File: src/design/epc_pkg.sv
// ----------------------------------------------------------------------------
// epc_pkg
// shared widths, divisor constants and reciprocal multipliers for the
// epoch seconds to calendar pipeline
// ----------------------------------------------------------------------------
package epc_pkg;

  localparam int EPOCH_W = 40;
  localparam int T_W     = 38;   // clamped time fits below 2^38
  localparam int Q_W     = 31;   // time with the low 7 bits dropped
  localparam int DAYS_W  = 22;
  localparam int SOD_W   = 17;   // second of the day
  localparam int YEAR_W  = 14;

  // first second past 9999-12-31 23:59:59, and that last second
  localparam logic [38:0]    T_LIMIT = 39'd253402300800;
  localparam logic [T_W-1:0] T_LAST  = 38'd253402300799;

  // 86400 = 675 << 7
  localparam logic [9:0] DAY_ODD = 10'd675;
  localparam int K_DAY = 41;
  localparam logic [31:0] M_DAY = 32'((64'd1 << K_DAY) / 64'd675 + 64'd1);

  // 3600 = 225 << 4
  localparam logic [16:0] HOUR_SECS = 17'd3600;
  localparam int K_HR = 23;
  localparam logic [15:0] M_HR = 16'((64'd1 << K_HR) / 64'd225 + 64'd1);

  // 60 = 15 << 2
  localparam logic [11:0] MIN_SECS = 12'd60;
  localparam int K_MIN = 14;
  localparam logic [10:0] M_MIN = 11'((64'd1 << K_MIN) / 64'd15 + 64'd1);

  // weekday: day 0 was a thursday
  localparam logic [22:0] WD_BASE = 23'd4;
  localparam logic [22:0] WEEK    = 23'd7;
  localparam int K_WD = 25;
  localparam logic [22:0] M_WD = 23'((64'd1 << K_WD) / 64'd7 + 64'd1);

  // day count from march 1 of year 0
  localparam logic [DAYS_W-1:0] MARCH_OFS = 22'd719468;
  localparam logic [30:0] ERA_MUL  = 31'd400;
  localparam int K_YR = 48;
  localparam logic [30:0] M_YR = 31'((64'd1 << K_YR) / 64'd146097 + 64'd1);

  localparam int K_100 = 21;
  localparam logic [14:0] M_100 = 15'((64'd1 << K_100) / 64'd100 + 64'd1);

  // month = (yday + 31) * 10 / 306, folded into one constant
  localparam int K_MON = 21;
  localparam logic [16:0] M_MON = 17'(((64'd1 << K_MON) / 64'd306 + 64'd1) * 64'd10);
  localparam logic [8:0]  JAN_YDAY = 9'd306;

  // latency of the date path after the day split, and the clock path's own stages
  localparam int DATE_LAT   = 7;
  localparam int CLK_STAGES = 4;
  localparam int CLK_PAD    = DATE_LAT - CLK_STAGES;

  typedef struct packed {
    logic [5:0] second;
    logic [5:0] minute;
    logic [4:0] hour;
    logic [2:0] weekday;
  } clk_fields_t;

endpackage

File: src/design/epc_split.sv
// ----------------------------------------------------------------------------
// epc_split
// clamps the time and splits it into a day count and a second of the day
// ----------------------------------------------------------------------------
module epc_split (
  input  logic                           clk,
  input  logic                           rst,
  input  logic                           in_valid,
  input  logic signed [39:0]             epoch_seconds,
  output logic                           out_valid,
  output logic [epc_pkg::DAYS_W-1:0]     days,
  output logic [epc_pkg::SOD_W-1:0]      sod
);
  import epc_pkg::*;

  logic             valid_a, valid_b;
  logic [T_W-1:0]   t_a, t_next;
  logic [Q_W-1:0]   q_b;
  logic [6:0]       low_b;
  logic [62:0]      prod_b;
  logic [DAYS_W-1:0] days_next;
  logic [Q_W-1:0]   day_base, rem;

  // negative clamps to zero, past the last day saturates
  always_comb begin
    if (epoch_seconds[39]) begin
      t_next = '0;
    end else if (epoch_seconds[38:0] >= T_LIMIT) begin
      t_next = T_LAST;
    end else begin
      t_next = epoch_seconds[T_W-1:0];
    end
  end

  always_comb begin
    days_next = prod_b[K_DAY +: DAYS_W];
    day_base  = Q_W'(days_next) * Q_W'(DAY_ODD);
    rem       = q_b - day_base;
  end

  always_ff @(posedge clk) begin
    if (rst) begin
      valid_a   <= 1'b0;
      valid_b   <= 1'b0;
      out_valid <= 1'b0;
    end else begin
      valid_a   <= in_valid;
      valid_b   <= valid_a;
      out_valid <= valid_b;
    end
  end

  always_ff @(posedge clk) begin
    t_a    <= t_next;
    q_b    <= t_a[T_W-1:7];
    low_b  <= t_a[6:0];
    prod_b <= {32'd0, t_a[T_W-1:7]} * {31'd0, M_DAY};
    days   <= days_next;
    sod    <= {rem[9:0], low_b};
  end

endmodule

File: src/design/epc_clock.sv
// ----------------------------------------------------------------------------
// epc_clock
// hour, minute, second and weekday, padded to line up with the date path
// ----------------------------------------------------------------------------
module epc_clock (
  input  logic                         clk,
  input  logic [epc_pkg::DAYS_W-1:0]   days,
  input  logic [epc_pkg::SOD_W-1:0]    sod,
  output epc_pkg::clk_fields_t         fields
);
  import epc_pkg::*;

  logic [28:0]       hp1;
  logic [45:0]       wp1;
  logic [SOD_W-1:0]  sod1;
  logic [22:0]       x1;

  logic [4:0]        hour2;
  logic [11:0]       srem2;
  logic [2:0]        wday2;
  logic [16:0]       hour_secs;
  logic [16:0]       srem_full;
  logic [22:0]       wk_base, wd_full;

  logic [20:0]       mp3;
  logic [11:0]       srem3;
  logic [4:0]        hour3;
  logic [2:0]        wday3;
  logic [5:0]        min4;
  logic [11:0]       min_secs, sec_full;

  // pad[0] is the fourth stage, pad[CLK_PAD] lines up with the date output
  clk_fields_t       pad [CLK_PAD+1];

  always_comb begin
    hour_secs = 17'(hp1[K_HR +: 5]) * HOUR_SECS;
    srem_full = sod1 - hour_secs;
    wk_base   = 23'(wp1[45:K_WD]) * WEEK;
    wd_full   = x1 - wk_base;
    min4      = mp3[K_MIN +: 6];
    min_secs  = 12'(min4) * MIN_SECS;
    sec_full  = srem3 - min_secs;
  end

  always_ff @(posedge clk) begin
    // stage 1: reciprocal products
    hp1   <= 29'(sod[SOD_W-1:4]) * 29'(M_HR);
    wp1   <= 46'(23'(days) + WD_BASE) * 46'(M_WD);
    sod1  <= sod;
    x1    <= 23'(days) + WD_BASE;
    // stage 2: hour and weekday
    hour2 <= hp1[K_HR +: 5];
    srem2 <= srem_full[11:0];
    wday2 <= wd_full[2:0];
    // stage 3: minute product
    mp3   <= 21'(srem2[11:2]) * 21'(M_MIN);
    srem3 <= srem2;
    hour3 <= hour2;
    wday3 <= wday2;
    // stage 4: minute and second, then delay taps
    pad[0] <= '{second: sec_full[5:0], minute: min4, hour: hour3, weekday: wday3};
    for (int i = 1; i <= CLK_PAD; i++) begin
      pad[i] <= pad[i-1];
    end
  end

  assign fields = pad[CLK_PAD];

endmodule

File: src/design/epc_date.sv
// ----------------------------------------------------------------------------
// epc_date
// day count to year, month and day of month on a march-based year
// ----------------------------------------------------------------------------
module epc_date (
  input  logic                         clk,
  input  logic                         rst,
  input  logic                         in_valid,
  input  logic [epc_pkg::DAYS_W-1:0]   days,
  output logic                         out_valid,
  output logic [4:0]                   day_of_month,
  output logic [3:0]                   month,
  output logic [epc_pkg::YEAR_W-1:0]   year
);
  import epc_pkg::*;

  logic [DATE_LAT-1:0] valid_sr;

  logic [30:0]        num1;
  logic [DAYS_W-1:0]  dd1, dd2, dd3;
  logic [61:0]        yp2;
  logic [YEAR_W-1:0]  y3, y4, y5, y6;
  logic [28:0]        cp3;
  logic [10:0]        yday4;
  logic               leap4;
  logic [8:0]         yd5, yd6;
  logic [25:0]        mp6;

  logic [YEAR_W-1:0]  y3_n;
  logic [6:0]         c100;
  logic [22:0]        cum, dif;
  logic [13:0]        hund;
  logic [13:0]        rem100;
  logic [10:0]        yfix;
  logic [3:0]         mon7;
  logic [8:0]         base7, mday_full;

  // days before the first of month m, march-based: 367 * m / 12 - 30
  function automatic logic [8:0] month_base(input logic [3:0] m);
    logic [8:0] r;
    unique case (m)
      4'd1:    r = 9'd0;
      4'd2:    r = 9'd31;
      4'd3:    r = 9'd61;
      4'd4:    r = 9'd92;
      4'd5:    r = 9'd122;
      4'd6:    r = 9'd153;
      4'd7:    r = 9'd184;
      4'd8:    r = 9'd214;
      4'd9:    r = 9'd245;
      4'd10:   r = 9'd275;
      4'd11:   r = 9'd306;
      4'd12:   r = 9'd337;
      default: r = 9'd0;
    endcase
    return r;
  endfunction

  always_comb begin
    y3_n      = yp2[K_YR +: YEAR_W];
    c100      = cp3[K_100 +: 7];
    cum       = 23'(y3) * 23'd365 + 23'(y3[YEAR_W-1:2]) - 23'(c100) + 23'(c100[6:2]);
    dif       = 23'(dd3) - cum;
    hund      = 14'(c100) * 14'd100;
    rem100    = y3 - hund;
    yfix      = yday4 + 11'd365 + 11'(leap4);
    mon7      = mp6[K_MON +: 4];
    base7     = month_base(mon7);
    mday_full = yd6 - base7 + 9'd1;
  end

  always_ff @(posedge clk) begin
    if (rst) begin
      valid_sr <= '0;
    end else begin
      valid_sr <= {valid_sr[DATE_LAT-2:0], in_valid};
    end
  end

  always_ff @(posedge clk) begin
    // stage 1: shift to march-based count, scale by 400
    dd1   <= days + MARCH_OFS;
    num1  <= (31'(days + MARCH_OFS) + 31'd2) * ERA_MUL;
    // stage 2: year estimate product
    yp2   <= 62'(num1) * 62'(M_YR);
    dd2   <= dd1;
    // stage 3: year, century product
    y3    <= y3_n;
    cp3   <= 29'(y3_n) * 29'(M_100);
    dd3   <= dd2;
    // stage 4: day of year and leap flag
    yday4 <= dif[10:0];
    leap4 <= (y3[1:0] == 2'd0) && ((rem100[6:0] != 7'd0) || (c100[1:0] == 2'd0));
    y4    <= y3;
    // stage 5: take back one year when the day of year is negative
    if (yday4[10]) begin
      yd5 <= yfix[8:0];
      y5  <= y4 - 14'd1;
    end else begin
      yd5 <= yday4[8:0];
      y5  <= y4;
    end
    // stage 6: month product
    mp6   <= 26'(10'(yd5) + 10'd31) * 26'(M_MON);
    yd6   <= yd5;
    y6    <= y5;
    // stage 7: back to january-based month and year
    day_of_month <= mday_full[4:0];
    if (yd6 >= JAN_YDAY) begin
      year  <= y6 + 14'd1;
      month <= mon7 - 4'd10;
    end else begin
      year  <= y6;
      month <= mon7 + 4'd2;
    end
  end

  assign out_valid = valid_sr[DATE_LAT-1];

endmodule

File: src/design/epoch_seconds_to_calendar.sv
// ----------------------------------------------------------------------------
// epoch_seconds_to_calendar
// signed unix seconds to utc calendar fields, fully pipelined
//
//   channel   signals                              transfer when
//   -------   ----------------------------------   -------------------------
//   input     start, busy, epoch_seconds           start high and busy low
//   result    done, second, minute, hour,          done high (one cycle,
//             day_of_month, month, year, weekday   no back pressure)
//
// one item per clock; each result passes through 10 register stages: the day
// split (3 stages) followed by the year/month path (7 stages)
// busy is high only during reset; rst clears all valid bits in flight
// there are no stalls: the pipeline always advances
// ----------------------------------------------------------------------------
module epoch_seconds_to_calendar (
  input  logic                clk,
  input  logic                rst,
  input  logic                start,
  output logic                busy,
  input  logic signed [39:0]  epoch_seconds,
  output logic                done,
  output logic [5:0]          second,
  output logic [5:0]          minute,
  output logic [4:0]          hour,
  output logic [4:0]          day_of_month,
  output logic [3:0]          month,
  output logic [13:0]         year,
  output logic [2:0]          weekday
);
  import epc_pkg::*;

  logic              accept;
  logic              split_valid;
  logic [DAYS_W-1:0] days;
  logic [SOD_W-1:0]  sod;
  clk_fields_t       tod;

  // nothing holds the pipe back except reset
  assign busy   = rst;
  assign accept = start & ~busy;

  // clamp and split into day count plus second of the day
  epc_split u_split (
    .clk           (clk),
    .rst           (rst),
    .in_valid      (accept),
    .epoch_seconds (epoch_seconds),
    .out_valid     (split_valid),
    .days          (days),
    .sod           (sod)
  );

  // time of day and weekday, delayed to match the date path
  epc_clock u_clock (
    .clk    (clk),
    .days   (days),
    .sod    (sod),
    .fields (tod)
  );

  // year, month and day of month; carries the valid bit to done
  epc_date u_date (
    .clk          (clk),
    .rst          (rst),
    .in_valid     (split_valid),
    .days         (days),
    .out_valid    (done),
    .day_of_month (day_of_month),
    .month        (month),
    .year         (year)
  );

  assign second  = tod.second;
  assign minute  = tod.minute;
  assign hour    = tod.hour;
  assign weekday = tod.weekday;

endmodule
File: config.mk
export PLATFORM = sky130hd
export DESIGN_NAME = epoch_seconds_to_calendar
export DESIGN_NICKNAME = d
export VERILOG_FILES = /design/src/design/epc_pkg.sv /design/src/design/epc_split.sv /design/src/design/epc_clock.sv /design/src/design/epc_date.sv /design/src/design/epoch_seconds_to_calendar.sv
export SDC_FILE = /design/constraint.sdc
export NUM_CORES = 2
export LEC_CHECK = 0
export BUFFER_PORTS_ARGS = -buffer_cell sky130_fd_sc_hd__buf_2
export CAP_MARGIN = 25
export CORE_MARGIN = 4
export CORE_UTILIZATION = 45
export CTS_BUF_LIST = sky130_fd_sc_hd__clkbuf_16
export DETAILED_ROUTE_END_ITERATION = 7
export SLEW_MARGIN = 40
export SYNTH_ARGS = -nofsm -noshare
export SYNTH_HDL_FRONTEND = slang
export SYNTH_HIERARCHICAL = 1
export SYNTH_SLANG_ARGS = --single-unit
File: constraint.sdc
create_clock -name clk -period 10.2 [get_ports clk]
set_clock_uncertainty 0.15 [all_clocks]
set_input_delay 0.51 -clock clk [delete_from_list [all_inputs] [get_ports clk]]
set_output_delay 0.51 -clock clk [all_outputs]
set_load 0.005 [all_outputs]
==> metrics.md <==
| Metric | Value |
|---|---|
| CP max FO | 9 |
| Total negative setup slack | 0 ps |
| CP required | 10590 ps |
| Mean Syn Cell Area | 10.27 um2 |
| Slew @ Worst Pin | just over 800 ps |
| Synth Warn # | 6 |
| HPWL reported at the end of detailed placement | between 100000 and 150000 um |
| Critical path endpoint category | flop |
| Root buf cell | clkbuf_16 |
| Clock tree from TritonCTS | done |
| Most used cell, CP | inv_1 |
| RSZ-0062 raised after global routing | false |
| Post-synthesis cell type count | 92 |
| Final Hold Vio Count | 0 |
| Status | finished clean |
| Die area | 136400 um2 |
| CTS Hold Bufs | 42 |
| Area Growth Syn to Fin | 8.327% |
| Number of max-cap violations | 0 |
| Fill count | between 10000 and 15000 |
| CTS H-tree lvls | 2 |
| Vias in the first global route | 40740 |
| Share of cells above drive strength 1 | 0.03996 |
| Crit path time final | 7397 ps |
| Most frequent cells in the layout | inv_1 (1697), ha_1 (1292), fa_1 (905) |
| Cells after Synth | about 5700 |
| Register area share after synthesis | 0.1588 |
| FMAX | about 0.14 GHz |
| Global-route wire length before repair | about 230000 um |
| Clock buffer depth | 3 |
| Later-pin clock latency in the skew report | between 600 and 700 ps |
| Synthesis-stage register bit count | around 470 |
| Max_slew headroom | 0.4544 |
| Initial DRC count | 1899 |
| EDFF count, synth | 0 |
| Wire length per cell | 18.08 um |
| Die H | 369.3 um |
| CP peak stage delay | 680 ps |
| Via-per-instance ratio | approximately 4.9 |
| Top delay family on crit path | adder cells |
| Mapped cell area | a little under 60000 um2 |
| Most common cell after layout, fill and taps aside | inv_1 |
| GPL Wtd Cong | between 0.9 and 1 |
| Antenna violations before repair | 0 |
| Final Cycle Share | 0.7252 |
| IO Count | 88 |
| Post-CTS Resized | 0 |
| Area of the multi-input gates | 42980 um2 |
| Seq. cell area | approximately 9300 um2 |
| Total gr overflow | 0 |
| Worst hold path class | in2reg |
| Die width | 369.3 um |
| Cell Chain, Critical Path | inv_1, ha_1, inv_1, fa_1, inv_1, fa_1, inv_1, fa_1, inv_1, fa_1, inv_1, fa_1, ha_1, ha_1, a21o_1, o21bai_1, a221oi_1, nand4_1, o31ai_2, o21bai_1, a211o_1, a21boi_0 |
| Max Slew Vio Count | 0 |
| Largest net degree at the start of global routing | 28 |
| Clock Sinks | 466 |
| Syn_nets | 7960 |
| Antenna Nets Post-Route | 0 |
| Clk pin slew, worst setup/hold paths | 70 ps |
| Data arrival, critical path | just under 8000 ps |
| Area of the core | 129600 um2 |
| First-pass iteration count of the detailed router | 5 |
| Critical Path Start Type | flop |
| TritonCTS buffer count | 53 |
| Total Wirelength | 138800 um |
| Synth Flop Type | dfxtp_1 |
| DR DRC count | 0 |
| IO Port Bufs | 87 |
| Num rows | between 100 and 150 |
| Total GRT Usage | 0.2115 |
| Final #Nets | a little over 8000 |
| Setup CP Type | reg2reg |
| Via count | 37260 |
| Fraction of registers with async set or reset after synthesis | 0 |
| Post-CTS setup buffers | 0 |
| CP max stage cell | o31ai_2 |
| Endpoints failing setup | 0 |
| CP bufs+invs | 6 |
| Initial core utilization | 0.4530 |
tightest hold or removal path, delay by kind of cell:
kind	cells	cell delay [ps]
buffers and inverters	1	170
AND/OR/NAND/NOR	2	160
metal layers:
layer  wire, um  share of wire  vias to the layer above  global-route usage
li1           -              -                    18150                   -
met1      63240           0.46                    18300              0.2838
met2      66770           0.48                      608              0.3656
met3       4893          0.035                      196             0.02280
met4       3845          0.028                        0             0.05373
met5          0              0                        -                   0
registers in the layout, summed over array words and instances (netlist names), 11 cells and up:
register,flops
u_clock/pad,80
u_clock/sod1,12
u_clock/srem2,12
u_date/dd1,11
u_date/dd2,11
u_date/dd3,11
u_date/num1,26
u_date/y3,14
u_date/y4,14
u_date/y5,14
u_date/y6,14
u_date/year,14
u_date/yp2,14
u_split/days,22
u_split/prod_b,23
u_split/sod,17
u_split/t_a,38
metrics by stage:
step	cells	hold slack [ps]	utilization	worst slack, ps	cell area, um2
after global placement	7532	159.8	0.4727	2979	61280
after CTS	7673	63.17	0.4906	2771	63610
after detailed placement	7532	162.1	0.4728	2805	61300
after floorplan	5720	159.6	-	3665	58730
final	7674	97.58	0.4907	2803	63620
after global routing	7673	83.35	0.4907	2428	63620
cell families after synthesis:
group           after synthesis  share of synthesized area
compound gates              516                    0.05897
xor+xnor                    271                    0.04135
fa+ha+maj                  2197                     0.5837
buf+inv                    1714                     0.1099
flops                       466                     0.1588
mux                           6                   0.001044
simple gates                550                    0.04623
worst paths after layout:
kind / from / to / slack, ps / depth (start not counted)
worst max-delay path: u_date/num1[23]$_DFF_P_ / u_date/yp2[58]$_DFF_P_ / 2800 / 22
worst min-delay path: epoch_seconds[21] / u_split/t_a[21]$_SDFF_PP0_ / 100 / 3
worst max register to register: u_date/num1[23]$_DFF_P_ / u_date/yp2[58]$_DFF_P_ / 2800 / 22
worst min register to register: u_date/dd2[5]$_DFF_P_ / u_date/dd3[5]$_DFF_P_ / 130 / 0
cell type report:
class,instances,area share
multi-input combinational,3540,0.6756
sequential,466,0.1466
inverter,1692,0.09982
tap,1742,0.03426
antenna,1,0.00003933
clock inverter,46,0.008791
clock buffer,53,0.02085
timing repair buffer,134,0.01404
Yosys cell counts (5+ instances only):
master,instances,area [um2]
fa_1,905,18120
a21boi_0,10,75.07
and2_1,18,112.6
a2111oi_0,6,52.55
o21ai_0,76,380.4
a211oi_1,22,165.2
dfxtp_1,466,9329
nand2_1,125,469.2
o211ai_1,19,142.6
or4_1,11,82.58
nand4_1,36,225.2
a21o_1,67,503.0
a31oi_1,13,81.33
mux2i_1,5,50.05
a211o_1,8,70.07
o21bai_1,23,172.7
inv_1,1692,6351
nor2b_1,30,187.7
o211a_1,5,50.05
nand2b_1,16,100.1
xnor2_1,173,1515
o31ai_1,8,60.06
ha_1,1292,16170
or2_2,7,43.79
nor3_1,33,165.2
nor4_1,10,62.56
nor2_1,155,581.8
nand3_1,50,250.2
o31a_1,11,96.34
xor2_1,93,814.5
a22oi_1,5,37.54
or3_1,12,75.07
a21oi_1,160,800.8
and3_1,21,131.4
o21ai_1,6,30.03
clkbuf_1,15,56.30
o21a_1,23,172.7
Power is left out: the tool's default activity adds up to more than one toggle a clock period on the data nets, which glitch-free logic cannot reach.
